--- src/rtl/todi_pkg.sv ---
// Shared types, register map, constants and arithmetic helpers for the odometry integrator.
package todi_pkg;

  // Register map: index of each configuration register.
  typedef enum logic [2:0] {
    REG_LEFT_SCALE  = 3'd0,
    REG_RIGHT_SCALE = 3'd1,
    REG_YAW_GAIN    = 3'd2,
    REG_A_VX_SPEED  = 3'd3,
    REG_A_VX_TURN   = 3'd4,
    REG_A_VY_TURN   = 3'd5,
    REG_A_YAW_SPEED = 3'd6,
    REG_A_YAW_TURN  = 3'd7
  } reg_idx_e;

  localparam logic [31:0] RstLeftScale  = 32'd1149597;
  localparam logic [31:0] RstRightScale = 32'd1149510;
  localparam logic [31:0] RstYawGain    = 32'd23072900;
  localparam logic [31:0] RstAVxSpeed   = 32'd31675;
  localparam logic [31:0] RstAVxTurn    = 32'd93952410;
  localparam logic [31:0] RstAVyTurn    = 32'd40265318;
  localparam logic [31:0] RstAYawSpeed  = 32'd20428;
  localparam logic [31:0] RstAYawTurn   = 32'd2416;

  typedef struct packed {
    logic [31:0]        left_scale;
    logic [31:0]        right_scale;
    logic [31:0]        yaw_gain;
    logic signed [31:0] a_vx_speed;
    logic signed [31:0] a_vx_turn;
    logic signed [31:0] a_vy_turn;
    logic signed [31:0] a_yaw_speed;
    logic signed [31:0] a_yaw_turn;
  } cfg_t;

  typedef struct packed {
    logic signed [15:0] left_rpm;
    logic signed [15:0] right_rpm;
    logic [19:0]        elapsed;
    logic               zero_dt;
  } item_t;

  typedef struct packed {
    logic signed [47:0] pos_x;
    logic signed [47:0] pos_y;
    logic [31:0]        heading;
    logic signed [31:0] lin_vel;
    logic signed [31:0] yaw_rate;
    logic [47:0]        var_x;
    logic [47:0]        var_y;
    logic [47:0]        twist_var_vx;
    logic [47:0]        twist_var_vy;
    logic [47:0]        twist_var_yaw;
    logic signed [47:0] joint_left;
    logic signed [47:0] joint_right;
  } result_t;

  // Multiplier: 48-bit signed A by 36-bit signed B, taken in two 24-bit halves of A.
  localparam int unsigned OpAW = 48;
  localparam int unsigned OpBW = 36;
  localparam int unsigned HalfW = 24;
  localparam int unsigned ProdW = 84;
  typedef logic signed [ProdW-1:0] prod_t;

  typedef struct packed {
    logic lo;   // first partial product, loads the accumulator
    logic hi;   // second partial product, adds in the upper half
  } mul_ctl_t;

  // Fixed constants
  localparam logic signed [35:0] InvTwoPiQ32 = 36'sd683565276;
  localparam logic signed [35:0] HalfPiQ30   = 36'sd1686629713;
  localparam logic signed [35:0] PiOver30Q32 = 36'sd449767923;
  localparam prod_t OneQ30    = prod_t'(64'sd1073741824);
  localparam prod_t OfsVx     = prod_t'(64'sd32212);
  localparam prod_t OfsYaw    = prod_t'(64'sd1342);
  localparam logic signed [31:0] SlowQ24 = 32'sd83886;
  localparam logic [47:0] FloorQ32 = 48'd429497;
  localparam prod_t Max48U    = prod_t'(65'sh0_FFFF_FFFF_FFFF);

  // Reciprocals for exact floor division of values below 2^31:
  // m = ceil(2^(31+l) / d), quotient = (n * m) >> (31 + l), l = ceil(log2 d).
  localparam logic [35:0] DivM72 = 36'(((64'd1 << 38) + 64'd71) / 64'd72);
  localparam logic [35:0] DivM42 = 36'(((64'd1 << 37) + 64'd41) / 64'd42);
  localparam logic [35:0] DivM20 = 36'(((64'd1 << 36) + 64'd19) / 64'd20);
  localparam logic [35:0] DivM6  = 36'(((64'd1 << 34) + 64'd5)  / 64'd6);
  localparam logic [35:0] DivM90 = 36'(((64'd1 << 38) + 64'd89) / 64'd90);
  localparam logic [35:0] DivM56 = 36'(((64'd1 << 37) + 64'd55) / 64'd56);
  localparam logic [35:0] DivM30 = 36'(((64'd1 << 36) + 64'd29) / 64'd30);
  localparam logic [35:0] DivM12 = 36'(((64'd1 << 35) + 64'd11) / 64'd12);

  typedef enum logic [2:0] {
    B_IDLE,
    B_MUL1,
    B_MUL2,
    B_WB,
    B_OUT
  } bstate_e;

  // Micro-steps of the back end, in execution order.
  typedef enum logic [5:0] {
    S_VL, S_VR, S_W,
    S_E1, S_E2, S_E3, S_E4, S_E5,
    S_B1, S_B2, S_B3,
    S_RATE, S_DYAW, S_X, S_X2,
    S_SD72, S_SM42, S_SD42, S_SM20, S_SD20, S_SM6, S_SD6, S_SIN,
    S_CD90, S_CM56, S_CD56, S_CM30, S_CD30, S_CM12, S_CD12, S_COS,
    S_DIST, S_PX, S_PY,
    S_JL1, S_JL2, S_JR1, S_JR2,
    S_VX, S_VY
  } step_e;

  // Round half up then floor shift.
  function automatic prod_t rnd(input prod_t p, input int unsigned n);
    prod_t half;
    half = prod_t'(1) <<< (n - 1);
    return (p + half) >>> n;
  endfunction

  function automatic logic signed [31:0] sat32(input prod_t v);
    logic signed [31:0] r;
    if (v > prod_t'(64'sd2147483647)) begin
      r = 32'sh7FFF_FFFF;
    end else if (v < prod_t'(-64'sd2147483648)) begin
      r = 32'sh8000_0000;
    end else begin
      r = v[31:0];
    end
    return r;
  endfunction

  function automatic logic signed [47:0] sat48(input prod_t v);
    logic signed [47:0] r;
    if (v > prod_t'(64'sh7FFF_FFFF_FFFF)) begin
      r = 48'sh7FFF_FFFF_FFFF;
    end else if (v < prod_t'(-64'sh8000_0000_0000)) begin
      r = 48'sh8000_0000_0000;
    end else begin
      r = v[47:0];
    end
    return r;
  endfunction

endpackage

--- src/rtl/todi_fifo.sv ---
// Short item queue between front and back.
module todi_fifo #(
  parameter int unsigned DEPTH = 2
) (
  input  logic            clk_i,
  input  logic            rst_ni,
  input  logic            push_i,
  output logic            ready_o,
  input  todi_pkg::item_t item_i,
  output logic            valid_o,
  input  logic            pop_i,
  output todi_pkg::item_t item_o
);
  import todi_pkg::*;

  localparam int unsigned PtrW = (DEPTH > 1) ? $clog2(DEPTH) : 1;
  localparam int unsigned CntW = $clog2(DEPTH + 1);

  item_t            entry_q [DEPTH];
  logic [PtrW-1:0]  wr_ptr_q, rd_ptr_q;
  logic [CntW-1:0]  cnt_q;
  logic             do_push, do_pop;

  assign ready_o = (cnt_q != CntW'(DEPTH));
  assign valid_o = (cnt_q != '0);
  assign do_push = push_i && ready_o;
  assign do_pop  = pop_i && valid_o;
  assign item_o  = entry_q[rd_ptr_q];

  function automatic logic [PtrW-1:0] bump(input logic [PtrW-1:0] p);
    return (p == PtrW'(DEPTH - 1)) ? '0 : p + 1'b1;
  endfunction

  always_ff @(posedge clk_i or negedge rst_ni) begin
    if (!rst_ni) begin
      wr_ptr_q <= '0;
      rd_ptr_q <= '0;
      cnt_q    <= '0;
    end else begin
      if (do_push) wr_ptr_q <= bump(wr_ptr_q);
      if (do_pop)  rd_ptr_q <= bump(rd_ptr_q);
      if (do_push && !do_pop) begin
        cnt_q <= cnt_q + 1'b1;
      end else if (do_pop && !do_push) begin
        cnt_q <= cnt_q - 1'b1;
      end
    end
  end

  always_ff @(posedge clk_i) begin
    if (do_push) entry_q[wr_ptr_q] <= item_i;
  end

endmodule

--- config.mk ---
export PLATFORM = sky130hd
export DESIGN_NAME = todi_fifo
export DESIGN_NICKNAME = d
export VERILOG_FILES = /design/src/rtl/todi_pkg.sv /design/src/rtl/todi_fifo.sv
export SDC_FILE = /design/constraint.sdc
export NUM_CORES = 1
export LEC_CHECK = 0
export BUFFER_PORTS_ARGS = -buffer_cell sky130_fd_sc_hd__buf_2
export CAP_MARGIN = 20
export CELL_PAD_IN_SITES_DETAIL_PLACEMENT = 2
export CELL_PAD_IN_SITES_GLOBAL_PLACEMENT = 2
export CORE_ASPECT_RATIO = 0.6
export CORE_MARGIN = 4
export CORE_UTILIZATION = 30
export CTS_CLUSTER_DIAMETER = 80
export DETAILED_ROUTE_END_ITERATION = 12
export PLACE_DENSITY = 0.62
export SKIP_LAST_GASP = 1
export SYNTH_ARGS = -nofsm -noshare
export SYNTH_HDL_FRONTEND = slang
export SYNTH_SLANG_ARGS = --single-unit
--- constraint.sdc ---
create_clock -name clk_i -period 6.05 [get_ports clk_i]
set_input_delay 0.3025 -clock clk_i [delete_from_list [all_inputs] [get_ports clk_i]]
set_output_delay 0.3025 -clock clk_i [all_outputs]
set_load 0.05 [all_outputs]
# After elaboration in Yosys (flattened, before gate mapping)
# Memory sizes are Yosys's and may differ from the RTL's.
# Cells that the tools add are included.
[word_totals] ff_bits=4 mem_bits_rw=106 in_bits=57 output_inout_bits=55 word_cells=23 memories=1
[classes] n_addsub=4 eq_ne=1 muxes=6 reduce_logical=8
[memory_table] name="entry_q" depth=2 word_bits=53 read_ports=1 rd_ports_with_merged_regs=0 wr=1 line_no="todi_fifo.sv:19" source="item_t entry_q [DEPTH];"
[op_table] operator="logical AND 1 bit" count=4
[op_table] operator="two-way mux 1 bit" count=4
[op_table] operator="two-way mux 2 bit" count=2
[op_table] operator="nonzero test 2 bit" count=2
[op_table] operator="adder 1 bit (second input constant)" count=2
[op_table] operator="adder 2 x 1 -> 2 bit (second input constant)" count=1
[op_table] operator="zero test 1 bit" count=2
[op_table] operator="!= test 2 bit (second input constant)" count=1
[op_table] operator="subtractor 2 x 1 -> 2 bit (second input constant)" count=1

# Logic depth before layout (Yosys ltp)
[logic_depth] depth_word=6 depth_mapped=7 mapped_depth_nobuf=7

# Worst setup path after synthesis
# OpenSTA, ideal clock, no wires.
[synth_timing] path_type="register -> register" from="register cnt_q[0]" to="memory entry_q[0][0] (netlist name) (enable)" arrival_time_ns=3.292 t_required_ns=5.586 setup_slack_ns=2.294 path_stages_with_launch=4 n_path_buf=0 synth_period_minus_slack_ns=3.756 path_cell_list="dfrtp_1 nand2b_1 nand2_1 nor2_1"
[synth_between] elab_chain_len=4
[synth_lines] element="from (decl)" line_no="todi_fifo.sv:21" source="logic [CntW-1:0] cnt_q;"
[synth_lines] element="from (signal assigned)" line_no="todi_fifo.sv:43" source="cnt_q <= cnt_q + 1'b1;"
[synth_lines] element="from (signal assigned)" line_no="todi_fifo.sv:45" source="cnt_q <= cnt_q - 1'b1;"
[synth_lines] element="!= test 2 bit" line_no="todi_fifo.sv:24" source="assign ready_o = (cnt_q != CntW'(DEPTH));"
[synth_lines] element="named net ready_o" line_no="todi_fifo.sv:8" source="output logic ready_o,"
[synth_lines] element="logical AND 1 bit" line_no="todi_fifo.sv:26" source="assign do_push = push_i && ready_o;"
[synth_lines] element="two-way mux 1 bit" line_no="todi_fifo.sv:51" source="if (do_push) entry_q[wr_ptr_q] <= item_i;"
[synth_lines] element="two-way mux 1 bit (implied by the code)" line_no="todi_fifo.sv:51"
[synth_lines] element="to (decl)" line_no="todi_fifo.sv:19"
# The timed path passes the listed nets, and every way through them passes these cells.

==> flow_summary.yaml <==
flow_run:
  drv_cap: 0
timing:
  rsz0062_at_grt: "false"
  skew_ns: 0.007178
  fin_tns_setup_ns: 0
  hold_viol: 0
  finalSetupViolations: 0
  worstMarginPinSlew_ns: 1.038
  maxSlewHeadroom_pct: 30.78
  max_freq_mhz: 414.2
  drv_slew: 0
  fin_crit_sh_pct: 39.90
  fin_crit_ns: 2.414
route:
  drtIter0Drc: 105
  dr.pass1.iters: 4
  num_vias: 2106
  drc: 0
  ant_nets: 0
  post_drt_wl_per_cell_um: 17.02
  routed_wl_mm: 8.493
  via_per_inst: 4.220
outcome:
  outcome: "complete, no violations"
final_layout:
  nNetsFinal: 360
  area_growth_pct: 23.21
  diodes: 0
  layout_commonest_cell: "buf_2"
  final_cell_mix: "buf_2, edfxtp_1, mux2_4"
  nFillCells: 1392
  drive_above_1_share_pct: 59.28
worst_setup_path:
  cp-end-kind: "output pin"
  path_max_fanout: 54
  r2r_slack_ns: 3.85
  start_kind: "flip-flop"
  worstPathRequired_ns: 5.75
  path_class: "flip-flop to output pin"
  crit_arrival_ns: 2.11
grt:
  grt_max_degree: 55
  grt_pass1_vias: 2305
  grt_antenna_before_repair: 2
  gr-usage-all-layers_pct: 10.44
  grt_first_pass_wirelength_mm: 12.81
  grt_overflow: 0
floorplanning:
  die_area_um2: 16270
  io_pins: 112
  die_h_um: 100.4
  die_w_um: 162.0
  coreArea_um2: 13790
  row_count: 33
  initial_core_util_pct: 30.96
logic_synthesis:
  synth.area.top_cells: "edfxtp_1, mux2_4, buf_12"
  syn_area_per_cell_um2: 23.33
  ys_ff_latch: 110
  netlist_area_um2: 4269
  synth_nets: 241
  synth_cell_types: 15
  yosys.area.top_type: "edfxtp_1"
  synth_top_area_share_pct: 74.56
  yosysWarnings: 0
  synth_cells: 183
  seq_area_frac_synth_pct: 76.91
clock_tree:
  cts_buffers: 9
  clock_tree.root_cell: "clkbuf_16"
  cts_setup_buffers: 0
  cts_tree: "done"
  htreeDepth: 3
  clock_sinks: 110
  clkTransAtPathRegs_ns: 0.07
  clock_latency_ns: 0.34
  clk_path_buf_depth: 2
placement:
  gp_congestion: 0.6630
  place_hpwl_mm: 5.813
  io_buffers: 111
power_and_ir_drop:
  peakVddDrop_v: 0.0002221
  p_per_area_nw_per_um2: 568.7
  leakage_nw: 2.071
  total_power_w: 0.002991
min_path:
  min_path_type: "input pin to flip-flop"
## path summary, 6_finish.rpt
kind,startpoint,to,depth (start not counted)
worst max register to register,cnt_q[0],entry_q[0][17],4
worst max-delay path,rd_ptr_q,item_o[32],2
max in group asynchronous,rst_ni,rd_ptr_q,2
worst min register to register,cnt_q[1],cnt_q[1],1
worst min-delay path,item_i[4],entry_q[0][4],1
min in group asynchronous,rst_ni,wr_ptr_q,2
## what timing repair did
item	CTS	global route
hold buffers	1	0
gates resized for setup	0	0
hold endpoints to repair	4	0
## synth_stat cells
master / n
inv_1: 1
buf_12: 5
ha_1: 1
nand2b_1: 1
mux2_4: 49
nand2_1: 2
dfrtp_1: 4
xor2_1: 2
xnor2_1: 3
or2_1: 1
mux2_2: 4
edfxtp_1: 106
buf_6: 1
nor2_1: 2
and3_1: 1
## sequential cells by signal, summed over array words and instances, names as in the netlist
name and cells:
cnt_q 2, wr_ptr_q 1, entry_q 106, rd_ptr_q 1
## routing by layer
layer  up-vias  track usage, %  routed length [µm]
li1        951               -                   -
met2        81           15.77                3773
met4         4           2.339                  74
met3        12           5.416                 776
met5         -               0                  20
met1      1058           13.49                3848
## kinds of logic (layout without fill, tap and decap cells)
family,Yosys count,count (layout),share of synthesized area (%)
xor+xnor,5,5,1.026
mux,53,53,18.29
flops,110,110,76.91
fa+ha+maj,1,1,0.2930
buf+inv,7,131,2.696
simple gates,7,7,0.7917
## metrics by stage
stage	setup WS [ns]	hold slack [ns]	utilization (%)	cells	area, µm²
finish	3.636	0.1457	38.14	499	5260
global route	3.527	0.1307	38.14	499	5260
CTS	3.559	0.1280	38.14	499	5260
detailed placement	3.741	0.1199	36.12	482	4981
global placement	3.821	0.1164	36.12	482	4981
floorplan	2.294	0.006909	-	183	4269
## critical path, stage by stage, from the launching register on
cell and delay, ns:
dfrtp_4 1.12, mux2_2 0.42, buf_2 0.21
## power breakdown
part / total (W) / switching [W] / internal (W)
Combinational: 0.00126 / 0.000839 / 0.000422
Clock: 0.000538 / 0.000256 / 0.000282
Sequential: 0.00119 / 0.000149 / 0.00104
Total: 0.00299 / 0.00124 / 0.00175
## cell type report
cell class | instances | area [µm²] | area share (%)
clock buffers | 12 | 236.5 | 4.496
clock inverters | 4 | 32.53 | 0.6185
repair buffers | 114 | 580.6 | 11.04
inverters | 1 | 3.754 | 0.07136
well taps | 192 | 240.2 | 4.567
multi-input cells | 66 | 879.6 | 16.72
flip-flops and latches | 110 | 3287 | 62.49
(Power assumes the default switching activity.)
