[src/rtl/todi_pkg.sv]
// Shared types, register map, constants and arithmetic helpers for the odometry integrator.
package todi_pkg;

  // Register map: index of each configuration register.
  typedef enum logic [2:0] {
    REG_LEFT_SCALE  = 3'd0,
    REG_RIGHT_SCALE = 3'd1,
    REG_YAW_GAIN    = 3'd2,
    REG_A_VX_SPEED  = 3'd3,
    REG_A_VX_TURN   = 3'd4,
    REG_A_VY_TURN   = 3'd5,
    REG_A_YAW_SPEED = 3'd6,
    REG_A_YAW_TURN  = 3'd7
  } reg_idx_e;

  localparam logic [31:0] RstLeftScale  = 32'd1149597;
  localparam logic [31:0] RstRightScale = 32'd1149510;
  localparam logic [31:0] RstYawGain    = 32'd23072900;
  localparam logic [31:0] RstAVxSpeed   = 32'd31675;
  localparam logic [31:0] RstAVxTurn    = 32'd93952410;
  localparam logic [31:0] RstAVyTurn    = 32'd40265318;
  localparam logic [31:0] RstAYawSpeed  = 32'd20428;
  localparam logic [31:0] RstAYawTurn   = 32'd2416;

  typedef struct packed {
    logic [31:0]        left_scale;
    logic [31:0]        right_scale;
    logic [31:0]        yaw_gain;
    logic signed [31:0] a_vx_speed;
    logic signed [31:0] a_vx_turn;
    logic signed [31:0] a_vy_turn;
    logic signed [31:0] a_yaw_speed;
    logic signed [31:0] a_yaw_turn;
  } cfg_t;

  typedef struct packed {
    logic signed [15:0] left_rpm;
    logic signed [15:0] right_rpm;
    logic [19:0]        elapsed;
    logic               zero_dt;
  } item_t;

  typedef struct packed {
    logic signed [47:0] pos_x;
    logic signed [47:0] pos_y;
    logic [31:0]        heading;
    logic signed [31:0] lin_vel;
    logic signed [31:0] yaw_rate;
    logic [47:0]        var_x;
    logic [47:0]        var_y;
    logic [47:0]        twist_var_vx;
    logic [47:0]        twist_var_vy;
    logic [47:0]        twist_var_yaw;
    logic signed [47:0] joint_left;
    logic signed [47:0] joint_right;
  } result_t;

  // Multiplier: 48-bit signed A by 36-bit signed B, taken in two 24-bit halves of A.
  localparam int unsigned OpAW = 48;
  localparam int unsigned OpBW = 36;
  localparam int unsigned HalfW = 24;
  localparam int unsigned ProdW = 84;
  typedef logic signed [ProdW-1:0] prod_t;

  typedef struct packed {
    logic lo;   // first partial product, loads the accumulator
    logic hi;   // second partial product, adds in the upper half
  } mul_ctl_t;

  // Fixed constants
  localparam logic signed [35:0] InvTwoPiQ32 = 36'sd683565276;
  localparam logic signed [35:0] HalfPiQ30   = 36'sd1686629713;
  localparam logic signed [35:0] PiOver30Q32 = 36'sd449767923;
  localparam prod_t OneQ30    = prod_t'(64'sd1073741824);
  localparam prod_t OfsVx     = prod_t'(64'sd32212);
  localparam prod_t OfsYaw    = prod_t'(64'sd1342);
  localparam logic signed [31:0] SlowQ24 = 32'sd83886;
  localparam logic [47:0] FloorQ32 = 48'd429497;
  localparam prod_t Max48U    = prod_t'(65'sh0_FFFF_FFFF_FFFF);

  // Reciprocals for exact floor division of values below 2^31:
  // m = ceil(2^(31+l) / d), quotient = (n * m) >> (31 + l), l = ceil(log2 d).
  localparam logic [35:0] DivM72 = 36'(((64'd1 << 38) + 64'd71) / 64'd72);
  localparam logic [35:0] DivM42 = 36'(((64'd1 << 37) + 64'd41) / 64'd42);
  localparam logic [35:0] DivM20 = 36'(((64'd1 << 36) + 64'd19) / 64'd20);
  localparam logic [35:0] DivM6  = 36'(((64'd1 << 34) + 64'd5)  / 64'd6);
  localparam logic [35:0] DivM90 = 36'(((64'd1 << 38) + 64'd89) / 64'd90);
  localparam logic [35:0] DivM56 = 36'(((64'd1 << 37) + 64'd55) / 64'd56);
  localparam logic [35:0] DivM30 = 36'(((64'd1 << 36) + 64'd29) / 64'd30);
  localparam logic [35:0] DivM12 = 36'(((64'd1 << 35) + 64'd11) / 64'd12);

  typedef enum logic [2:0] {
    B_IDLE,
    B_MUL1,
    B_MUL2,
    B_WB,
    B_OUT
  } bstate_e;

  // Micro-steps of the back end, in execution order.
  typedef enum logic [5:0] {
    S_VL, S_VR, S_W,
    S_E1, S_E2, S_E3, S_E4, S_E5,
    S_B1, S_B2, S_B3,
    S_RATE, S_DYAW, S_X, S_X2,
    S_SD72, S_SM42, S_SD42, S_SM20, S_SD20, S_SM6, S_SD6, S_SIN,
    S_CD90, S_CM56, S_CD56, S_CM30, S_CD30, S_CM12, S_CD12, S_COS,
    S_DIST, S_PX, S_PY,
    S_JL1, S_JL2, S_JR1, S_JR2,
    S_VX, S_VY
  } step_e;

  // Round half up then floor shift.
  function automatic prod_t rnd(input prod_t p, input int unsigned n);
    prod_t half;
    half = prod_t'(1) <<< (n - 1);
    return (p + half) >>> n;
  endfunction

  function automatic logic signed [31:0] sat32(input prod_t v);
    logic signed [31:0] r;
    if (v > prod_t'(64'sd2147483647)) begin
      r = 32'sh7FFF_FFFF;
    end else if (v < prod_t'(-64'sd2147483648)) begin
      r = 32'sh8000_0000;
    end else begin
      r = v[31:0];
    end
    return r;
  endfunction

  function automatic logic signed [47:0] sat48(input prod_t v);
    logic signed [47:0] r;
    if (v > prod_t'(64'sh7FFF_FFFF_FFFF)) begin
      r = 48'sh7FFF_FFFF_FFFF;
    end else if (v < prod_t'(-64'sh8000_0000_0000)) begin
      r = 48'sh8000_0000_0000;
    end else begin
      r = v[47:0];
    end
    return r;
  endfunction

endpackage

[src/rtl/todi_regs.sv]
// APB-style configuration register file.
module todi_regs (
  input  logic               clk_i,
  input  logic               rst_ni,
  input  logic               psel,
  input  logic               penable,
  input  logic               pwrite,
  input  logic [4:0]         paddr,
  input  logic [31:0]        pwdata,
  output logic [31:0]        prdata,
  output logic               pready,
  output todi_pkg::cfg_t     cfg_o
);
  import todi_pkg::*;

  cfg_t     cfg_q;
  reg_idx_e idx;
  logic     wr_en;

  assign idx    = reg_idx_e'(paddr[4:2]);
  assign wr_en  = psel & penable & pwrite;
  assign pready = 1'b1;
  assign cfg_o  = cfg_q;

  always_ff @(posedge clk_i or negedge rst_ni) begin
    if (!rst_ni) begin
      cfg_q.left_scale  <= RstLeftScale;
      cfg_q.right_scale <= RstRightScale;
      cfg_q.yaw_gain    <= RstYawGain;
      cfg_q.a_vx_speed  <= RstAVxSpeed;
      cfg_q.a_vx_turn   <= RstAVxTurn;
      cfg_q.a_vy_turn   <= RstAVyTurn;
      cfg_q.a_yaw_speed <= RstAYawSpeed;
      cfg_q.a_yaw_turn  <= RstAYawTurn;
    end else if (wr_en) begin
      case (idx)
        REG_LEFT_SCALE:  cfg_q.left_scale  <= pwdata;
        REG_RIGHT_SCALE: cfg_q.right_scale <= pwdata;
        REG_YAW_GAIN:    cfg_q.yaw_gain    <= pwdata;
        REG_A_VX_SPEED:  cfg_q.a_vx_speed  <= pwdata;
        REG_A_VX_TURN:   cfg_q.a_vx_turn   <= pwdata;
        REG_A_VY_TURN:   cfg_q.a_vy_turn   <= pwdata;
        REG_A_YAW_SPEED: cfg_q.a_yaw_speed <= pwdata;
        REG_A_YAW_TURN:  cfg_q.a_yaw_turn  <= pwdata;
        default: ;
      endcase
    end
  end

  always_comb begin
    case (idx)
      REG_LEFT_SCALE:  prdata = cfg_q.left_scale;
      REG_RIGHT_SCALE: prdata = cfg_q.right_scale;
      REG_YAW_GAIN:    prdata = cfg_q.yaw_gain;
      REG_A_VX_SPEED:  prdata = cfg_q.a_vx_speed;
      REG_A_VX_TURN:   prdata = cfg_q.a_vx_turn;
      REG_A_VY_TURN:   prdata = cfg_q.a_vy_turn;
      REG_A_YAW_SPEED: prdata = cfg_q.a_yaw_speed;
      REG_A_YAW_TURN:  prdata = cfg_q.a_yaw_turn;
      default:         prdata = '0;
    endcase
  end

endmodule

[config.mk]
export PLATFORM = sky130hd
export DESIGN_NAME = todi_regs
export DESIGN_NICKNAME = d
export VERILOG_FILES = /design/src/rtl/todi_pkg.sv /design/src/rtl/todi_regs.sv
export SDC_FILE = /design/constraint.sdc
export NUM_CORES = 1
export LEC_CHECK = 0
export ABC_AREA = 1
export BUFFER_PORTS_ARGS = -buffer_cell sky130_fd_sc_hd__buf_2
export CORE_ASPECT_RATIO = 1.5
export CORE_MARGIN = 2
export CORE_UTILIZATION = 50
export CTS_CLUSTER_SIZE = 14
export DETAILED_ROUTE_END_ITERATION = 16
export PLACE_DENSITY_LB_ADDON = 0.1
export SLEW_MARGIN = 20
export SYNTH_ARGS = -nofsm -noshare
export SYNTH_HDL_FRONTEND = slang
export SYNTH_SLANG_ARGS = --single-unit
[constraint.sdc]
create_clock -name clk_i -period 2.45 [get_ports clk_i]
set_input_delay 0.1225 -clock clk_i [delete_from_list [all_inputs] [get_ports clk_i]]
set_output_delay 0.1225 -clock clk_i [all_outputs]
set_load 0.01 [all_outputs]
* Word level (Yosys, flattened, before mapping) *
Index checks and enable logic that the tools add are counted.

storage, ports and cells
  flip-flop bits (word level) = 256
  input port bits = 42
  logic and storage cells = 27

operators by class
  equality and inequality tests = 7
  mux-type cells = 1
  bitwise gates (word level) = 2
  reductions and logical operators = 9

operators by type and width
  operator                                             number
  one-hot mux 32 bit (8 select lines)                  1
  AND reduction 2 bit                                  8
  equality test 3 bit, second input constant           4
  equality test 3 x 2 -> 1 bit, second input constant  2
  equality test 3 x 1 -> 1 bit, second input constant  1
  logical NOT 3 bit                                    1
  bitwise AND 1 bit                                    2

* Logic depth before layout (Yosys ltp) *
  depth after elaboration = 3
  depth in mapped cells = 8
  depth with buffers taken out = 5

* Least setup slack after synthesis *
Ideal clock, no wire load.

  path type = input port to output port
  from = input port paddr[2]
  to = output port prdata[10]
  arrival = 1.048 ns
  path slack = 1.280 ns
  stages on the path = 7
  buffers on the path = 3
  path through = buf_4 > buf_2 > clkbuf_1 > nand4_1 > nand2_1 > nor2_1 > nand3_1

between the ends
  word-level cells in the longest chain between the ends = 2
  elaborated cells between the ends (all ways) = 9
  those cells by class = eq/ne: 7; mux: 1; reduce/logical: 1

ends and longest elaborated chain
  item                                         line             RTL
  start: declaration                           todi_regs.sv:8   input logic [4:0] paddr,
  equality test 3 bit (tied with other cells)  todi_regs.sv:51  case (idx)
  one-hot mux 32 bit (8 select lines) *        todi_regs.sv:51
  end: declaration                             todi_regs.sv:10  output logic [31:0] prdata,

Mark *: on every way between the ends. The rest lies on a longest branch, timed or not.

* Worst setup path in the final report *
  from = input port paddr[4]
  to = output port prdata[1]

Same word-level chain as after synthesis.

==> summary.md <==
| Metric | Value |
|---|---|
| Launch point of the worst reg-to-reg path | `cfg_o[107]$_DFFE_PN1P_` |
| Largest cells by area after synthesis | `dfrtp_1 (38%), dfstp_2 (17%), nand2_1 (9.3%)` |
| Die H | `193 um` |
| Syn_area_per_cell | `8.38 sq um` |
| Status | `completed` |
| Ys Warns | `0` |
| Crit-path max FO | `28` |
| Max reg flops | `256` |
| Die width | `130 um` |
| Post-Syn Area | `11900 sq um` |
| Nets | `1767` |
| Initial DRC count | `844` |
| Max clock buf depth | `3` |
| Max-slew violations | `0` |
| Setup crit start kind | `input port` |
| Std cell rows | `69` |
| Die outline area | `25000 sq um` |
| Area delta synth->final | `24.5%` |
| Gr ovfl total | `0` |
| Power Density | `872 nW/um^2` |
| RSZ-0062 raised after global routing | `false` |
| Clk root buf | `clkbuf_16` |
| Worst-Margin Slew | `0.938 ns` |
| Max cap viols | `0` |
| CTS tree | `yes` |
| Critical Path RT | `2.33 ns` |
| Worst R2R Setup Slack | `1.63 ns` |
| Crit path kind | `in2out` |
| Final cell count without fillers | `2064` |
| Post-synth top area share | `37.7%` |
| DR DRC count | `0` |
| Post-Syn Instances | `1419` |
| Antenna Nets Post-Route | `0` |
| Final Hold Fails | `0` |
| Pint | `8630 uW` |
| Post-synth net total | `1461` |
| CTS Buf Count | `24` |
| WP data arrival | `1.89 ns` |
| Clock power frac | `27.6%` |
| Async set or reset register ratio after synthesis | `100%` |
| Yosys reg bits | `256` |
| Final setup fails | `0` |
| Via-to-Cell Ratio | `5.56` |
| Layout cell share with drive strength beyond 1 | `27.9%` |
| Synth area leader | `dfrtp_1` |
| Register area share after synthesis | `54.7%` |
| Number of global-route vias before repair | `10858` |
| Switching share of power | `33.2%` |
| Net Switching | `4290 uW` |
| EDFF count, synth | `0` |
| Global Route Usage Sum | `30.8%` |
| Clock Sink Count | `256` |
| Wire per inst | `19.0 um` |
| Predominant post-synthesis flop cell | `dfrtp_1` |
| Relative slew margins | `37.5%` |
| Router iterations before antenna repair | `5` |
| Maximum clock frequency | `0.498 GHz` |
| Dpl cells | `1985` |
| Count leader, synth | `nand2_1` |
| CTS H-tree lvls | `1` |
| First-pass GRT wire length | `60200 um` |
| I/O pins | `331` |
| Antenna violations before repair | `2` |
| Seq. cell area | `6500 sq um` |
| Worst hold path type | `in2async` |
| Crit path time final | `2.01 ns` |
| Via Count | `11473` |
| Reg2reg path depth | `2` |
| Largest net degree at the start of global routing | `97` |
| Worst Setup End Kind | `output pin` |
| Most frequent cells after synthesis | `nand2_1 (294), nor2_1 (192), dfrtp_1 (179), nand4_1 (160), o21ai_1 (129)` |
| Core ar. | `23600 sq um` |
| Sequential Power Share | `46.7%` |
| DP HPWL | `25300 um` |
| Reg2reg end | `cfg_o[107]$_DFFE_PN1P_` |
| Worst VDD drop | `0.000634 V` |
| Routed WL | `39100 um` |
| Fillers | `2110` |
| Clock skew after layout | `0 ns` |
| I/O Buffers | `327` |
| Fin util | `62.8%` |
| Clock transition at path regs | `0.07 ns` |
| Multi-input gate area | `4560 sq um` |
| Initial Utilization | `50.4%` |
| Clk_lat worst skew | `0.51 ns` |
| Resized cells post-CTS | `0` |
| Setup TNS | `0 ns` |
| Unique cell type count in the Yosys netlist | `22` |
| Comb power frac | `25.6%` |
| Leak pwr | `0.00754 uW` |
| GPL Wtd Cong | `0.841` |
| Period utilization | `82.0%` |
cells in the final DEF, fill, tap and decap left out, types with 8 or more instances in the layout:
master         instances
dlygate4sd3_1         33
nor2_1               192
inv_1                 65
nand2_1              290
nand3_1               65
buf_2                323
nand4_1              160
dfstp_2               77
clkbuf_1              12
a21oi_1               96
buf_12                 8
buf_4                 30
o21ai_0               31
o21ai_1              129
dfrtp_1              179
clkbuf_16             25
per-layer routing:
metal / routed length, um / GRT usage [%] / vias to the layer above
li1: - / - / 5403
met3: 3020 / 6.10 / 83
met4: 1400 / 11.8 / 0
met5: 0 / 0 / -
met1: 15400 / 39.3 / 5495
met2: 19300 / 51.7 / 492
worst max path at each step:
stage / from / slack (ns) / to / depth (start not counted)
finish: paddr[4] / 0.44 / prdata[1] / 8
CTS: paddr[4] / 0.43 / prdata[1] / 8
detailed placement: paddr[4] / 0.45 / prdata[18] / 8
floorplan: paddr[2] / 1.28 / prdata[10] / 7
global route: paddr[4] / 0.27 / prdata[1] / 8
global placement: paddr[4] / 0.46 / prdata[19] / 8
cells by family after synthesis:
kind of cell	synth area share, %
AND/OR/NAND/NOR	27.4
buffers and inverters	7.06
AO/OA/AOI/OAI	10.8
flip-flops	54.7
other	0.0315
power groups by stage:
stage,Combinational [uW],Clock (uW),Sequential (uW)
2_1_floorplan,1270,0,6430
3_3_place_gp,3240,0,6050
3_5_place_dp,3280,0,6090
4_1_cts,3340,3620,6020
5_1_grt,3680,3800,6150
6_report,3310,3570,6030
metrics by stage:
stage	setup WS, ns	hold slack [ns]	total power (uW)	instance area, sq um
floorplan	1.28	-0.173	7700	11900
detailed placement	0.454	0.170	9370	13700
global route	0.268	0.230	13600	14800
global placement	0.455	0.166	9290	13700
CTS	0.434	0.216	13000	14800
finish	0.440	0.186	12900	14800
what timing repair did:
item / CTS / global route
hold buffers: 33 / 0
hold endpoints to repair: 239 / 0
setup buffers: 0 / 0
worst max-delay path, cell delays in order:
cell and delay (ns):
buf_4 0.30, clkinv_2 0.46, nand2_1 0.29, inv_1 0.08, buf_4 0.26, nand2_1 0.10
nand3_1 0.08, buf_2 0.16
cell type report:
type	count	area share (%)
Clock inverter	4	0.135
Inverter	69	1.77
Multi-Input combinational cell	979	30.8
Tap cell	319	2.70
Antenna cell	2	0.0338
Sequential cell	256	43.9
Timing Repair Buffer	395	15.9
Clock buffer	40	4.81
(Power assumes the default switching activity.)
