## src/rtl/todi_pkg.sv

```systemverilog
// Shared types, register map, constants and arithmetic helpers for the odometry integrator.
package todi_pkg;

  // Register map: index of each configuration register.
  typedef enum logic [2:0] {
    REG_LEFT_SCALE  = 3'd0,
    REG_RIGHT_SCALE = 3'd1,
    REG_YAW_GAIN    = 3'd2,
    REG_A_VX_SPEED  = 3'd3,
    REG_A_VX_TURN   = 3'd4,
    REG_A_VY_TURN   = 3'd5,
    REG_A_YAW_SPEED = 3'd6,
    REG_A_YAW_TURN  = 3'd7
  } reg_idx_e;

  localparam logic [31:0] RstLeftScale  = 32'd1149597;
  localparam logic [31:0] RstRightScale = 32'd1149510;
  localparam logic [31:0] RstYawGain    = 32'd23072900;
  localparam logic [31:0] RstAVxSpeed   = 32'd31675;
  localparam logic [31:0] RstAVxTurn    = 32'd93952410;
  localparam logic [31:0] RstAVyTurn    = 32'd40265318;
  localparam logic [31:0] RstAYawSpeed  = 32'd20428;
  localparam logic [31:0] RstAYawTurn   = 32'd2416;

  typedef struct packed {
    logic [31:0]        left_scale;
    logic [31:0]        right_scale;
    logic [31:0]        yaw_gain;
    logic signed [31:0] a_vx_speed;
    logic signed [31:0] a_vx_turn;
    logic signed [31:0] a_vy_turn;
    logic signed [31:0] a_yaw_speed;
    logic signed [31:0] a_yaw_turn;
  } cfg_t;

  typedef struct packed {
    logic signed [15:0] left_rpm;
    logic signed [15:0] right_rpm;
    logic [19:0]        elapsed;
    logic               zero_dt;
  } item_t;

  typedef struct packed {
    logic signed [47:0] pos_x;
    logic signed [47:0] pos_y;
    logic [31:0]        heading;
    logic signed [31:0] lin_vel;
    logic signed [31:0] yaw_rate;
    logic [47:0]        var_x;
    logic [47:0]        var_y;
    logic [47:0]        twist_var_vx;
    logic [47:0]        twist_var_vy;
    logic [47:0]        twist_var_yaw;
    logic signed [47:0] joint_left;
    logic signed [47:0] joint_right;
  } result_t;

  // Multiplier: 48-bit signed A by 36-bit signed B, taken in two 24-bit halves of A.
  localparam int unsigned OpAW = 48;
  localparam int unsigned OpBW = 36;
  localparam int unsigned HalfW = 24;
  localparam int unsigned ProdW = 84;
  typedef logic signed [ProdW-1:0] prod_t;

  typedef struct packed {
    logic lo;   // first partial product, loads the accumulator
    logic hi;   // second partial product, adds in the upper half
  } mul_ctl_t;

  // Fixed constants
  localparam logic signed [35:0] InvTwoPiQ32 = 36'sd683565276;
  localparam logic signed [35:0] HalfPiQ30   = 36'sd1686629713;
  localparam logic signed [35:0] PiOver30Q32 = 36'sd449767923;
  localparam prod_t OneQ30    = prod_t'(64'sd1073741824);
  localparam prod_t OfsVx     = prod_t'(64'sd32212);
  localparam prod_t OfsYaw    = prod_t'(64'sd1342);
  localparam logic signed [31:0] SlowQ24 = 32'sd83886;
  localparam logic [47:0] FloorQ32 = 48'd429497;
  localparam prod_t Max48U    = prod_t'(65'sh0_FFFF_FFFF_FFFF);

  // Reciprocals for exact floor division of values below 2^31:
  // m = ceil(2^(31+l) / d), quotient = (n * m) >> (31 + l), l = ceil(log2 d).
  localparam logic [35:0] DivM72 = 36'(((64'd1 << 38) + 64'd71) / 64'd72);
  localparam logic [35:0] DivM42 = 36'(((64'd1 << 37) + 64'd41) / 64'd42);
  localparam logic [35:0] DivM20 = 36'(((64'd1 << 36) + 64'd19) / 64'd20);
  localparam logic [35:0] DivM6  = 36'(((64'd1 << 34) + 64'd5)  / 64'd6);
  localparam logic [35:0] DivM90 = 36'(((64'd1 << 38) + 64'd89) / 64'd90);
  localparam logic [35:0] DivM56 = 36'(((64'd1 << 37) + 64'd55) / 64'd56);
  localparam logic [35:0] DivM30 = 36'(((64'd1 << 36) + 64'd29) / 64'd30);
  localparam logic [35:0] DivM12 = 36'(((64'd1 << 35) + 64'd11) / 64'd12);

  typedef enum logic [2:0] {
    B_IDLE,
    B_MUL1,
    B_MUL2,
    B_WB,
    B_OUT
  } bstate_e;

  // Micro-steps of the back end, in execution order.
  typedef enum logic [5:0] {
    S_VL, S_VR, S_W,
    S_E1, S_E2, S_E3, S_E4, S_E5,
    S_B1, S_B2, S_B3,
    S_RATE, S_DYAW, S_X, S_X2,
    S_SD72, S_SM42, S_SD42, S_SM20, S_SD20, S_SM6, S_SD6, S_SIN,
    S_CD90, S_CM56, S_CD56, S_CM30, S_CD30, S_CM12, S_CD12, S_COS,
    S_DIST, S_PX, S_PY,
    S_JL1, S_JL2, S_JR1, S_JR2,
    S_VX, S_VY
  } step_e;

  // Round half up then floor shift.
  function automatic prod_t rnd(input prod_t p, input int unsigned n);
    prod_t half;
    half = prod_t'(1) <<< (n - 1);
    return (p + half) >>> n;
  endfunction

  function automatic logic signed [31:0] sat32(input prod_t v);
    logic signed [31:0] r;
    if (v > prod_t'(64'sd2147483647)) begin
      r = 32'sh7FFF_FFFF;
    end else if (v < prod_t'(-64'sd2147483648)) begin
      r = 32'sh8000_0000;
    end else begin
      r = v[31:0];
    end
    return r;
  endfunction

  function automatic logic signed [47:0] sat48(input prod_t v);
    logic signed [47:0] r;
    if (v > prod_t'(64'sh7FFF_FFFF_FFFF)) begin
      r = 48'sh7FFF_FFFF_FFFF;
    end else if (v < prod_t'(-64'sh8000_0000_0000)) begin
      r = 48'sh8000_0000_0000;
    end else begin
      r = v[47:0];
    end
    return r;
  endfunction

endpackage

```

## src/rtl/todi_front.sv

```systemverilog
// Input stage: takes items, tags zero-elapsed ones, hands them to the queue.
module todi_front (
  input  logic                clk_i,
  input  logic                rst_ni,
  input  logic                in_valid_i,
  output logic                in_ready_o,
  input  logic signed [15:0]  left_rpm_i,
  input  logic signed [15:0]  right_rpm_i,
  input  logic [19:0]         elapsed_i,
  output logic                push_o,
  input  logic                q_ready_i,
  output todi_pkg::item_t     item_o
);
  import todi_pkg::*;

  logic  hold_valid_q, hold_valid_d;
  item_t hold_q;

  assign in_ready_o   = !hold_valid_q || q_ready_i;
  assign push_o       = hold_valid_q;
  assign item_o       = hold_q;
  assign hold_valid_d = in_ready_o ? in_valid_i : hold_valid_q;

  always_ff @(posedge clk_i or negedge rst_ni) begin
    if (!rst_ni) begin
      hold_valid_q <= 1'b0;
    end else begin
      hold_valid_q <= hold_valid_d;
    end
  end

  always_ff @(posedge clk_i) begin
    if (in_ready_o && in_valid_i) begin
      hold_q.left_rpm  <= left_rpm_i;
      hold_q.right_rpm <= right_rpm_i;
      hold_q.elapsed   <= elapsed_i;
      hold_q.zero_dt   <= (elapsed_i == '0);
    end
  end

endmodule

```

## config.mk

```make
export PLATFORM = sky130hd
export DESIGN_NAME = todi_front
export DESIGN_NICKNAME = d
export VERILOG_FILES = /design/src/rtl/todi_pkg.sv /design/src/rtl/todi_front.sv
export SDC_FILE = /design/constraint.sdc
export NUM_CORES = 1
export LEC_CHECK = 0
export ABC_AREA = 0
export BUFFER_PORTS_ARGS = -buffer_cell sky130_fd_sc_hd__buf_4
export CAP_MARGIN = 10
export CORE_ASPECT_RATIO = 1.5
export CORE_MARGIN = 3
export CORE_UTILIZATION = 40
export DETAILED_ROUTE_END_ITERATION = 8
export GPL_ROUTABILITY_DRIVEN = 0
export PLACE_DENSITY = 0.75
export REMOVE_ABC_BUFFERS = 1
export SETUP_SLACK_MARGIN = 0.15
export SLEW_MARGIN = 20
export SYNTH_ARGS = -nofsm -noshare
export SYNTH_HDL_FRONTEND = slang
export SYNTH_SLANG_ARGS = --single-unit
```

## constraint.sdc

```tcl
create_clock -name clk_i -period 5.76 [get_ports clk_i]
set_input_delay 0.288 -clock clk_i [delete_from_list [all_inputs] [get_ports clk_i]]
set_output_delay 0.288 -clock clk_i [all_outputs]
set_load 0.005 [all_outputs]
```

After elaboration in Yosys (flattened, before gate mapping)

Cells that the tools add are included.

Reductions and logical operators: 4

Operator list:

| operator           | number |
|---|---|
| logical NOT 20 bit | 1 |
| logical AND 1 bit  | 1 |
| logical NOT 1 bit  | 1 |
| logical OR 1 bit   | 1 |

Logic and storage cells: 9
Output and inout port bits: 55
Bits in registers: 54

Longest topological paths before layout

Gate-level depths: netlist of run 1.

Depth in word-level cells: 3
Gate-level depth with buffers: 3
Mapped depth without buffers: 3

Worst setup path after synthesis of run 1

Ideal clock, no wire load.

Path kind: register -> register
Start point: reg hold_valid_q, in the netlist push_o
End point: reg hold_q, in the netlist item_o[0], enable pin
Cell stages (with the launch flop): 3
Data required time: 5344 ps
Path slack: 3562 ps
Library setup time: 416 ps
Clock period less this slack: 2198 ps
Buffers on the path: 0
Data arrival time: 1782 ps
Cell sequence: dfrtp_1 > nand2b_1 > and2_1

Cells in the longest elaborated chain, start to end: 3

Ends and longest elaborated chain:

| item                     | RTL line         | text |
|---|---|---|
| start: declaration       | todi_front.sv:16 | `logic hold_valid_q, hold_valid_d;` |
| start signal: assignment | todi_front.sv:28 | `hold_valid_q <= hold_valid_d;` |
| logical NOT 1 bit        | todi_front.sv:19 | `assign in_ready_o = !hold_valid_q \|\| q_ready_i;` |
| logical OR 1 bit         | todi_front.sv:19 |  |
| net in_ready_o           | todi_front.sv:6  | `output logic in_ready_o,` |
| logical AND 1 bit        | todi_front.sv:33 | `if (in_ready_o && in_valid_i) begin` |
| end: declaration         | todi_front.sv:17 | `item_t hold_q;` |

The timed path passes the listed nets, and every way through them passes these cells.
A chain may end at the register's enable or synchronous reset.

Worst setup path in the final report of run 1

Start point: reg hold_valid_q, in the netlist push_o
End point: reg hold_q, in the netlist item_o[8], enable pin

Cells in the longest elaborated chain, start to end: 3

Ends and longest elaborated chain:

| item              | RTL line |
|---|---|
| logical NOT 1 bit | todi_front.sv:19 |
| logical OR 1 bit  | todi_front.sv:19 |
| logical AND 1 bit | todi_front.sv:33 |

No other way between the ends.

==> summary.md, run 1 <==
| Metric | Value |
|---|---|
| # IOs | 111 |
| Critical path endpoint category | flip-flop |
| Relative slew slack | 0.5592 |
| Diodes inserted | 0 |
| Met2 Usage GRT | 0.2847 |
| Global Route met1 Usage | 0.1569 |
| CTS tree | done |
| Remaining DRCs | 0 |
| Max-cap violations | 0 |
| Clk root buf | clkbuf_8 |
| Worst Path Max Fanout | 53 |
| Synthesis Warnings | 0 |
| Overall Global Routing Usage | 0.1552 |
| Skew-Pair Late Insertion Delay | roughly 0.30 ns |
| NumNets Final | roughly 240 |
| Worst path required time | 5.69 ns |
| Critical path start-end classification | reg -> reg |
| Peak Freq | 668.2 MHz |
| Htree depth | 2 |
| DR WL/cell | 16.62 µm |
| Hold Vio Cnt, Final | 0 |
| Finished Cell Area | 2711 µm² |
| First drt pass iteration count | 4 |
| Initial cell density of the core | 0.4204 |
| DP Area | between 2000 and 3000 µm² |
| Port-buffer cells | 110 |
| First-pass GRT wire length | 5.699 mm |
| Placed Cells incl. Taps | 220 |
| Syn Std Cell Area | 1679 µm² |
| Die X | 58.90 µm |
| GR Layer Usage met3 | 0.04718 |
| DR vias | 1061 |
| Sequential cell area fraction in the yosys report | 0.9627 |
| Vias in the first global route | around 1200 |
| Largest net degree at the start of global routing | 54 |
| Setup repair after global routing missed its margin | false |
| Startpoint Class | flip-flop |
| Longest Clk Path Bufs | 2 |
| Initial DRC count | 22 |
| FF+latch count, synth | 54 |
| Share of cells above drive strength 1 | 0.6467 |
| Core area | roughly 4000 µm² |
| Worst-path clk slew | 0.10 ns |
| Max Clock Skew | 0.007282 ns |
| Slew Viols, Final | 0 |
| Die H | 85.35 µm |
| Cts bufs inserted | 5 |
| GR peak layer | met2 |
| Num Clock Sinks | 54 |
| Worst EP arrival | roughly 1.4 ns |
| Pleak | 1.130 nW |
| Mapped Cells | between 60 and 70 |
| Synth cell types | 8 |
| Overall die area | 5027 µm² |
| P per Cell Area | 305.5 nW/µm² |
| Most used cells in the layout excluding fill and tap cells | buf_4 (110), edfxtp_1 (53), nor4_1 (5), clkbuf_8 (5) |
| FP Rows | 28 |
| Hold crit path type | in -> reg |
| Finish-stage setup viols | 0 |
| Final worst path period need | 1.496 ns |
| WL final | 3.805 mm |
| Total global routing overflow | 0 |
| Most common cell after layout, fill and taps aside | buf_4 |
| Setup bufs post-CTS | 0 |
| Antenna-violating nets left | 0 |
| Area Growth Syn to Fin | 61.48% |
| Setup TNS after final layout | 0 ns |
| Crit share post-route | 0.2598 |
| Peak supply drop | 0.0002303 V |
| Final Non-Filler Cells | approximately 230 |
| Initial antenna violation count | 0 |
| Worst slew pin tran | between 0.6 and 0.7 ns |
| Vias per Instance | ~4.6 |
| R2R Setup Slk | 4.26 ns |
| Mean Syn Cell Area | 25.83 µm² |
| Status | complete, no violations |
## through the flow
stage	total power [mW]	util	hold slack, ns	setup WS, ns
2_1_floorplan	0.4836	-	-0.007591	3.562
3_3_place_gp	0.5451	0.6416	0.06343	4.006
3_5_place_dp	0.5492	0.6416	0.06612	3.893
4_1_cts	0.8352	0.6786	0.1492	3.893
5_1_grt	0.8620	0.6789	0.1392	4.169
6_report	0.8283	0.6789	0.1585	4.264
## critical path: stages (launching register included)
cell      delay [ns]
dfrtp_1         0.39
nand2b_1        0.13
and2_4          0.59
## registers in the layout (all words and copies together) (netlist names)
name / count
push_o: 1
item_o: 53
## Yosys cell counts
library cell  instances  share of area
nor4_1                5          0.019
nand2_1               1         0.0022
edfxtp_1             53           0.95
nor2_1                1         0.0022
nand2b_1              2         0.0075
dfrtp_1               1          0.015
and2_1                1         0.0037
nand3_1               1         0.0030
## per-layer routing
layer	share of wire	wire (µm)
met1	0.31	1172
met2	0.59	2263
met3	0.073	279
met4	0.023	89
met5	0	0
## logic make-up after synthesis
logic type,Yosys count,share of synthesized area
and+or+nand+nor,11,0.03725
DFF,54,0.9627
## final timing paths
kind | startpoint | endpoint | cells past startpoint
max | push_o | item_o[8] | 2
min | right_rpm_i[9] | item_o[30] | 1
max reg2reg | push_o | item_o[8] | 2
min reg2reg | push_o | push_o | 2
max in group asynchronous | rst_ni | push_o | 2
min in group asynchronous | rst_ni | push_o | 2
## power by group
group / total [mW] / internal, mW / switching (mW) / leakage (nW)
sequential: 0.463 / 0.457 / 0.00576 / 0.516
combinational: 0.0764 / 0.0482 / 0.0282 / 0.545
clock: 0.289 / 0.174 / 0.115 / 0.0683
## timing repair
item | CTS | global route
endpoints found under the hold margin | 1 | 0
hold buffers | 1 | 0
gates resized for setup | 0 | 0
## final cells by class
| cell class | count | area (µm²) |
|---|---|---|
| repair buffers | 111 | 835.8 |
| fillers | 299 | 1282 |
| well taps | 45 | 56.30 |
| clock buffers | 5 | 68.82 |
| flip-flops and latches | 54 | 1617 |
| multi-input cells | 11 | 65.06 |
| clock inverters | 3 | 68.82 |
(Power assumes the default switching activity.)
==> run 2: changes to the inputs <==
--- a/config.mk
+++ b/config.mk
@@ -10,10 +10,10 @@
 export CAP_MARGIN = 10
 export CORE_ASPECT_RATIO = 1.5
 export CORE_MARGIN = 3
-export CORE_UTILIZATION = 40
+export CORE_UTILIZATION = 37
 export DETAILED_ROUTE_END_ITERATION = 8
 export GPL_ROUTABILITY_DRIVEN = 0
-export PLACE_DENSITY = 0.75
+export PLACE_DENSITY = 0.73
 export REMOVE_ABC_BUFFERS = 1
 export SETUP_SLACK_MARGIN = 0.15
 export SLEW_MARGIN = 20
==> constraint.sdc (replaced) <==
create_clock -name clk_i -period 1.3 [get_ports clk_i]
set_input_delay 0.065 -clock clk_i [delete_from_list [all_inputs] [get_ports clk_i]]
set_output_delay 0.065 -clock clk_i [all_outputs]
set_load 0.005 [all_outputs]
==> summary.md, run 2 (synthesis results as in run 1) <==
| Metric | Value |
|---|---|
| NumNets Final | a little under 300 |
| Die X | approximately 60 µm |
| Worst path required time | 1.31 ns |
| R2R Setup Slk | 0.13 ns |
| Peak supply drop | between 0.0009 and 0.001 V |
| DR WL/cell | 16.19 µm |
| Setup WS pre-CTS | 0.09048 ns |
| Vias in the first global route | ~1500 |
| FP Rows | 29 |
| Worst EP arrival | 1.18 ns |
| Initial DRC count | 22 |
| Share of cells above drive strength 1 | 0.5125 |
| Final worst path period need | 1.170 ns |
| Port-buffer cells | 110 |
| Overall die area | 5399 µm² |
| Area Growth Syn to Fin | 94.34% |
| Vias per Instance | 4.580 |
| Max reg flops | 53 |
| Hold crit path type | in -> reg |
| First drt pass iteration count | 4 |
| Finish-stage setup viols | 0 |
| Longest Clk Path Bufs | 2 |
| Pleak | about 1.4 nW |
| Cts bufs inserted | 5 |
| Slew Viols, Final | 0 |
| Antenna-violating nets left | 0 |
| Placed wire-length estimate | 3.091 mm |
| Critical path endpoint category | flip-flop |
| Overall Global Routing Usage | 0.1780 |
| Total global routing overflow | 0 |
| Critical path start-end classification | reg -> reg |
| Startpoint Class | flip-flop |
| Finished Cell Area | 3263 µm² |
| Status | complete, no violations |
| DR vias | 1310 |
| Core area | 4318 µm² |
| Largest net degree at the start of global routing | 22 |
| Peak Freq | 854.8 MHz |
| P per Cell Area | 1050 nW/µm² |
| # IOs | 111 |
| Worst-path clk slew | ~0.090 ns |
| Initial cell density of the core | 0.3889 |
| Worst Path Max Fanout | 21 |
| Clk root buf | clkbuf_8 |
| Total power | 3.427 mW |
| First-pass GRT wire length | 6.734 mm |
| Remaining DRCs | 0 |
| Initial antenna violation count | 0 |
| Hold Vio Cnt, Final | 0 |
| Setup repair after global routing missed its margin | true |
| Skew-Pair Late Insertion Delay | 0.29 ns |
| Most used cells in the layout excluding fill and tap cells | buf_4 (110), dlygate4sd3_1 (54), edfxtp_1 (53), clkbuf_8 (5) |
| Met2 Usage GRT | 0.3369 |
| Final setup margin | roughly 0.13 ns |
| Max-cap violations | 0 |
| DP Area | 2624 µm² |
| Num Clock Sinks | between 50 and 60 |
| CTS tree | done |
| Max Clock Skew | between 0.003 and 0.004 ns |
| Most common cell after layout, fill and taps aside | buf_4 |
| Diodes inserted | 0 |
| Relative slew slack | 0.8054 |
| Crit share post-route | 0.8999 |
| Die H | between 80 and 90 µm |
| Global Route met1 Usage | 0.1637 |
| Worst slew pin tran | ~0.29 ns |
| Htree depth | 2 |
| WL final | 4.631 mm |
| GR Layer Usage met3 | 0.05401 |
| Core Util, Final | 0.7557 |
| GR peak layer | met2 |
[run 2: changes by cell type in the layout (fill, tap and decap cells not counted), sizes merged]
cell         before  now
buf             110  113
bufinv            2    0
clkinv            1    2
clkinvlp          0    1
dlygate4sd3       1   54
[run 2: critical path, stage by stage, from the launching register on]
cell and delay (ns):
dfrtp_1 0.39, nand2b_1 0.11, and2_4 0.21, buf_12 0.17
[run 2: layout make-up]
class / instances / area, µm²
flip-flops and latches: 54 / 1617
fillers: 248 / 1055
multi-input cells: 11 / 77.57
repair buffers: 167 / 1426
clock inverters: 3 / 16.27
well taps: 46 / 57.56
clock buffers: 5 / 68.82
[run 2: worst paths after layout]
| check | start | end | cells after the start |
|---|---|---|---|
| max reg2reg | push_o | item_o[38] | 3 |
| max | push_o | item_o[38] | 3 |
| min in group asynchronous | rst_ni | push_o | 2 |
| max in group asynchronous | rst_ni | push_o | 2 |
| min reg2reg | push_o | push_o | 2 |
| min | q_ready_i | push_o | 3 |
[run 2: metrics by stage]
| step | setup TNS [ns] | cells | hold WS (ns) |
|---|---|---|---|
| floorplan | -47.60 | 65 | -0.2306 |
| global placement | 0 | 224 | -0.1596 |
| detailed placement | 0 | 224 | -0.1590 |
| CTS | 0 | 286 | 0.04960 |
| global route | 0 | 286 | 0.07286 |
| finish | 0 | 286 | 0.08182 |
[run 2: repair_timing]
item	4_1_cts	5_1_grt
endpoints found under the hold margin	54	0
setup buffers	0	0
resized for setup	1	2
setup endpoints to repair	53	54
hold buffers	54	0
[run 2: routing by layer]
layer,vias up,share of wire
li1,609,-
met2,69,0.59
met5,-,0
met3,12,0.074
met4,0,0.029
met1,620,0.31
[run 2: power by group]
group	internal, mW	switching (mW)
sequential	2.02	0.0302
combinational	0.342	0.162
clock	0.369	0.499
==> run 3: changes to the inputs <==
--- a/config.mk
+++ b/config.mk
@@ -5,7 +5,7 @@
 export SDC_FILE = /design/constraint.sdc
 export NUM_CORES = 1
 export LEC_CHECK = 0
-export ABC_AREA = 0
+export ABC_AREA = 1
 export BUFFER_PORTS_ARGS = -buffer_cell sky130_fd_sc_hd__buf_4
 export CAP_MARGIN = 10
 export CORE_ASPECT_RATIO = 1.5
@@ -13,7 +13,7 @@
 export CORE_UTILIZATION = 37
 export DETAILED_ROUTE_END_ITERATION = 8
 export GPL_ROUTABILITY_DRIVEN = 0
-export PLACE_DENSITY = 0.73
+export PLACE_DENSITY = 0.72
 export REMOVE_ABC_BUFFERS = 1
 export SETUP_SLACK_MARGIN = 0.15
 export SLEW_MARGIN = 20
==> summary.md, run 3 <==
| Metric | Value |
|---|---|
| Cts bufs inserted | 5 |
| DR vias | 1358 |
| Initial antenna violation count | 0 |
| Htree depth | 2 |
| Critical path endpoint category | flip-flop |
| FF-to-FF Start | push_o |
| Synth async-reset ratio | 0.01852 |
| Reg2reg path depth | 3 |
| Initial cell density of the core | 0.3922 |
| # fillers | 236 |
| WL final | ~5.2 mm |
| Sequential cell area fraction in the yosys report | 0.9465 |
| Ranking of synthesized cells by area | edfxtp_1 (93%), nor2_1 (2.4%), dfrtp_1 (1.5%) |
| Final worst path period need | ~1.2 ns |
| Die X | 61.48 µm |
| Hold Vio Cnt, Final | 0 |
| Mean Syn Cell Area | approximately 22 µm² |
| Largest net degree at the start of global routing | 20 |
| Die H | 89.21 µm |
| Total power | 3.552 mW |
| Most common cell after layout, fill and taps aside | buf_4 |
| NumNets Final | between 300 and 400 |
| # IOs | 111 |
| Status | complete, no violations |
| Hold Crit Depth | 3 |
| Crit path cell chain | a21oi_4 > buf_12 > buf_12 |
| P per Cell Area | 1057 nW/µm² |
| Slowest cell on the critical path | dfrtp_1 |
| Setup repair after global routing missed its margin | true |
| CTS tree | done |
| Post-synth top area share | 0.9319 |
| FF+latch count, synth | 54 |
| Worst-path clk slew | ~0.090 ns |
| Peak Freq | 829.1 MHz |
| Final worst hold slack | 0.07244 ns |
| Synthesis Warnings | 0 |
| Worst EP arrival | 1.21 ns |
| DR WL/cell | approximately 17 µm |
| R2R Setup Slk | 0.09 ns |
| Syn Std Cell Area | 1708 µm² |
| Port-buffer cells | 110 |
| Startpoint Class | flip-flop |
| Vias in the first global route | 1531 |
| Most numerous cell on the critical path | buf_12 |
| First-pass GRT wire length | 7.472 mm |
| Share of cells above drive strength 1 | 0.5039 |
| Hold crit path type | in -> reg |
| Most frequent cell after synthesis | edfxtp_1 |
| Top cells by count, synth | edfxtp_1 (53), nor2_1 (11), nand2_1 (5), inv_1 (2) |
| Finish-stage setup viols | 0 |
| Top FF cell, synth | edfxtp_1 |
| Skew-Pair Late Insertion Delay | between 0.2 and 0.3 ns |
| Endpoint with the worst hold slack | push_o |
| Hold_sp | in_valid_i |
| Worst slew pin tran | 0.1658 ns |
| Pleak | 1.418 nW |
| Mapped Cells | 76 |
| Synth cell types | 9 |
| R2r endpoint | item_o[49] |
| Total global routing overflow | 0 |
| Max-cap violations | 0 |
| Slew Viols, Final | 0 |
| Diodes inserted | 0 |
| Most used cells in the layout excluding fill and tap cells | buf_4 (111), dlygate4sd3_1 (53), edfxtp_1 (53), nor2_1 (11), clkbuf_8 (6) |
| Worst Path Max Fanout | 19 |
| Overall die area | approximately 5500 µm² |
| Critical path start-end classification | reg -> reg |
| Max Clock Skew | 0.009811 ns |
| CP max stage delay | 0.42 ns |
| Max reg flops | 53 |
| Vias per Instance | 4.527 |
| Largest area contributor in the netlist | edfxtp_1 |
| Footprint of the multi-input gates | a little under 100 µm² |
| Peak supply drop | between 0.0008 and 0.0009 V |
| CP top delay family | flip-flops |
| Sequential cell area | 1617 µm² |
| FP Rows | 29 |
| Crit share post-route | 0.9278 |
| Core area | 4354 µm² |
| WP buf/inv | 2 |
| Antenna-violating nets left | 0 |
| Area Growth Syn to Fin | 96.85% |
| Remaining DRCs | 0 |
| Num Clock Sinks | 54 |
| Worst path required time | 1.30 ns |
| First drt pass iteration count | 4 |
| Overall Global Routing Usage | 0.1959 |
| Relative slew slack | 0.8892 |
| Initial DRC count | 30 |
| Clk root buf | clkbuf_8 |
| Longest Clk Path Bufs | 2 |
| Post-synth EDFFs | 53 |
-- run 3: cell count changes after synthesis, sizes merged --
| cell | before | now |
|---|---|---|
| nor2 | 1 | 12 |
| nand2 | 1 | 5 |
| nand2b | 2 | 0 |
| inv | 0 | 2 |
| a21oi | 0 | 1 |
| nor4 | 5 | 0 |
| nand4 | 0 | 1 |
| nand3 | 1 | 0 |
-- run 3: power breakdown --
group | internal, mW | total (mW) | switching [mW] | leakage [nW]
Combinational | 0.368 | 0.553 | 0.184 | 0.855
Sequential | 2.02 | 2.05 | 0.0305 | 0.516
Clock | 0.429 | 0.945 | 0.516 | 0.0472
Total | 2.82 | 3.55 | 0.731 | 1.42
-- run 3: worst max path at each step --
stage | start | end | depth (start not counted) | slack, ns
5_1_grt | push_o | item_o[49] | 3 | 0.06
3_3_place_gp | push_o | item_o[47] | 2 | 0.13
6_report | push_o | item_o[49] | 3 | 0.09
2_1_floorplan | push_o | item_o[0] | 1 | -2.19
3_5_place_dp | push_o | item_o[11] | 2 | 0.10
4_1_cts | push_o | item_o[18] | 2 | 0.12
-- run 3: cell families after synthesis --
logic type | after synthesis | share of synthesized area
compound gates | 1 | 0.002928
buf+inv | 2 | 0.004397
flops | 54 | 0.9465
simple gates | 19 | 0.04616
-- run 3: through the flow --
stage	utilization	worst slack [ns]	std cells	TNS (ns)	instance area, µm²
after floorplan	-	-2.194	76	-116.29	1708
after global placement	0.6069	0.1338	234	0	2643
after detailed placement	0.6069	0.1023	234	0	2643
after CTS	0.7644	0.1156	298	0	3328
after global routing	0.7721	0.05700	300	0	3362
final	0.7721	0.09387	300	0	3362
-- run 3: timing repair --
action	CTS	global route
cloned	1	1
hold endpoints to repair	53	0
pin swaps	1	1
gates resized for setup	0	3
hold buffers	53	0
setup endpoints to repair	40	54
setup buffers	2	1
-- run 3: routing by layer --
metal | routed length [µm] | track usage | share of wire
met1 | 1719 | 0.1916 | 0.33
met2 | 2971 | 0.3699 | 0.57
met3 | 476 | 0.07514 | 0.091
met4 | 49 | 0.05405 | 0.0094
met5 | 0 | 0 | 0
-- run 3: worst reg2reg max path: stages, from the launching register on --
cell	delay [ns]
dfrtp_1	0.42
a21oi_4	0.21
buf_12	0.13
buf_12	0.15
-- run 3: final cells by class --
type / instances / share of cell area
clock inverter: 2 / 0.003722
clock buffer: 6 / 0.02456
timing repair buffer: 170 / 0.4425
multi-input combinational: 20 / 0.02903
inverter: 2 / 0.002233
tap: 46 / 0.01712
sequential: 54 / 0.4808
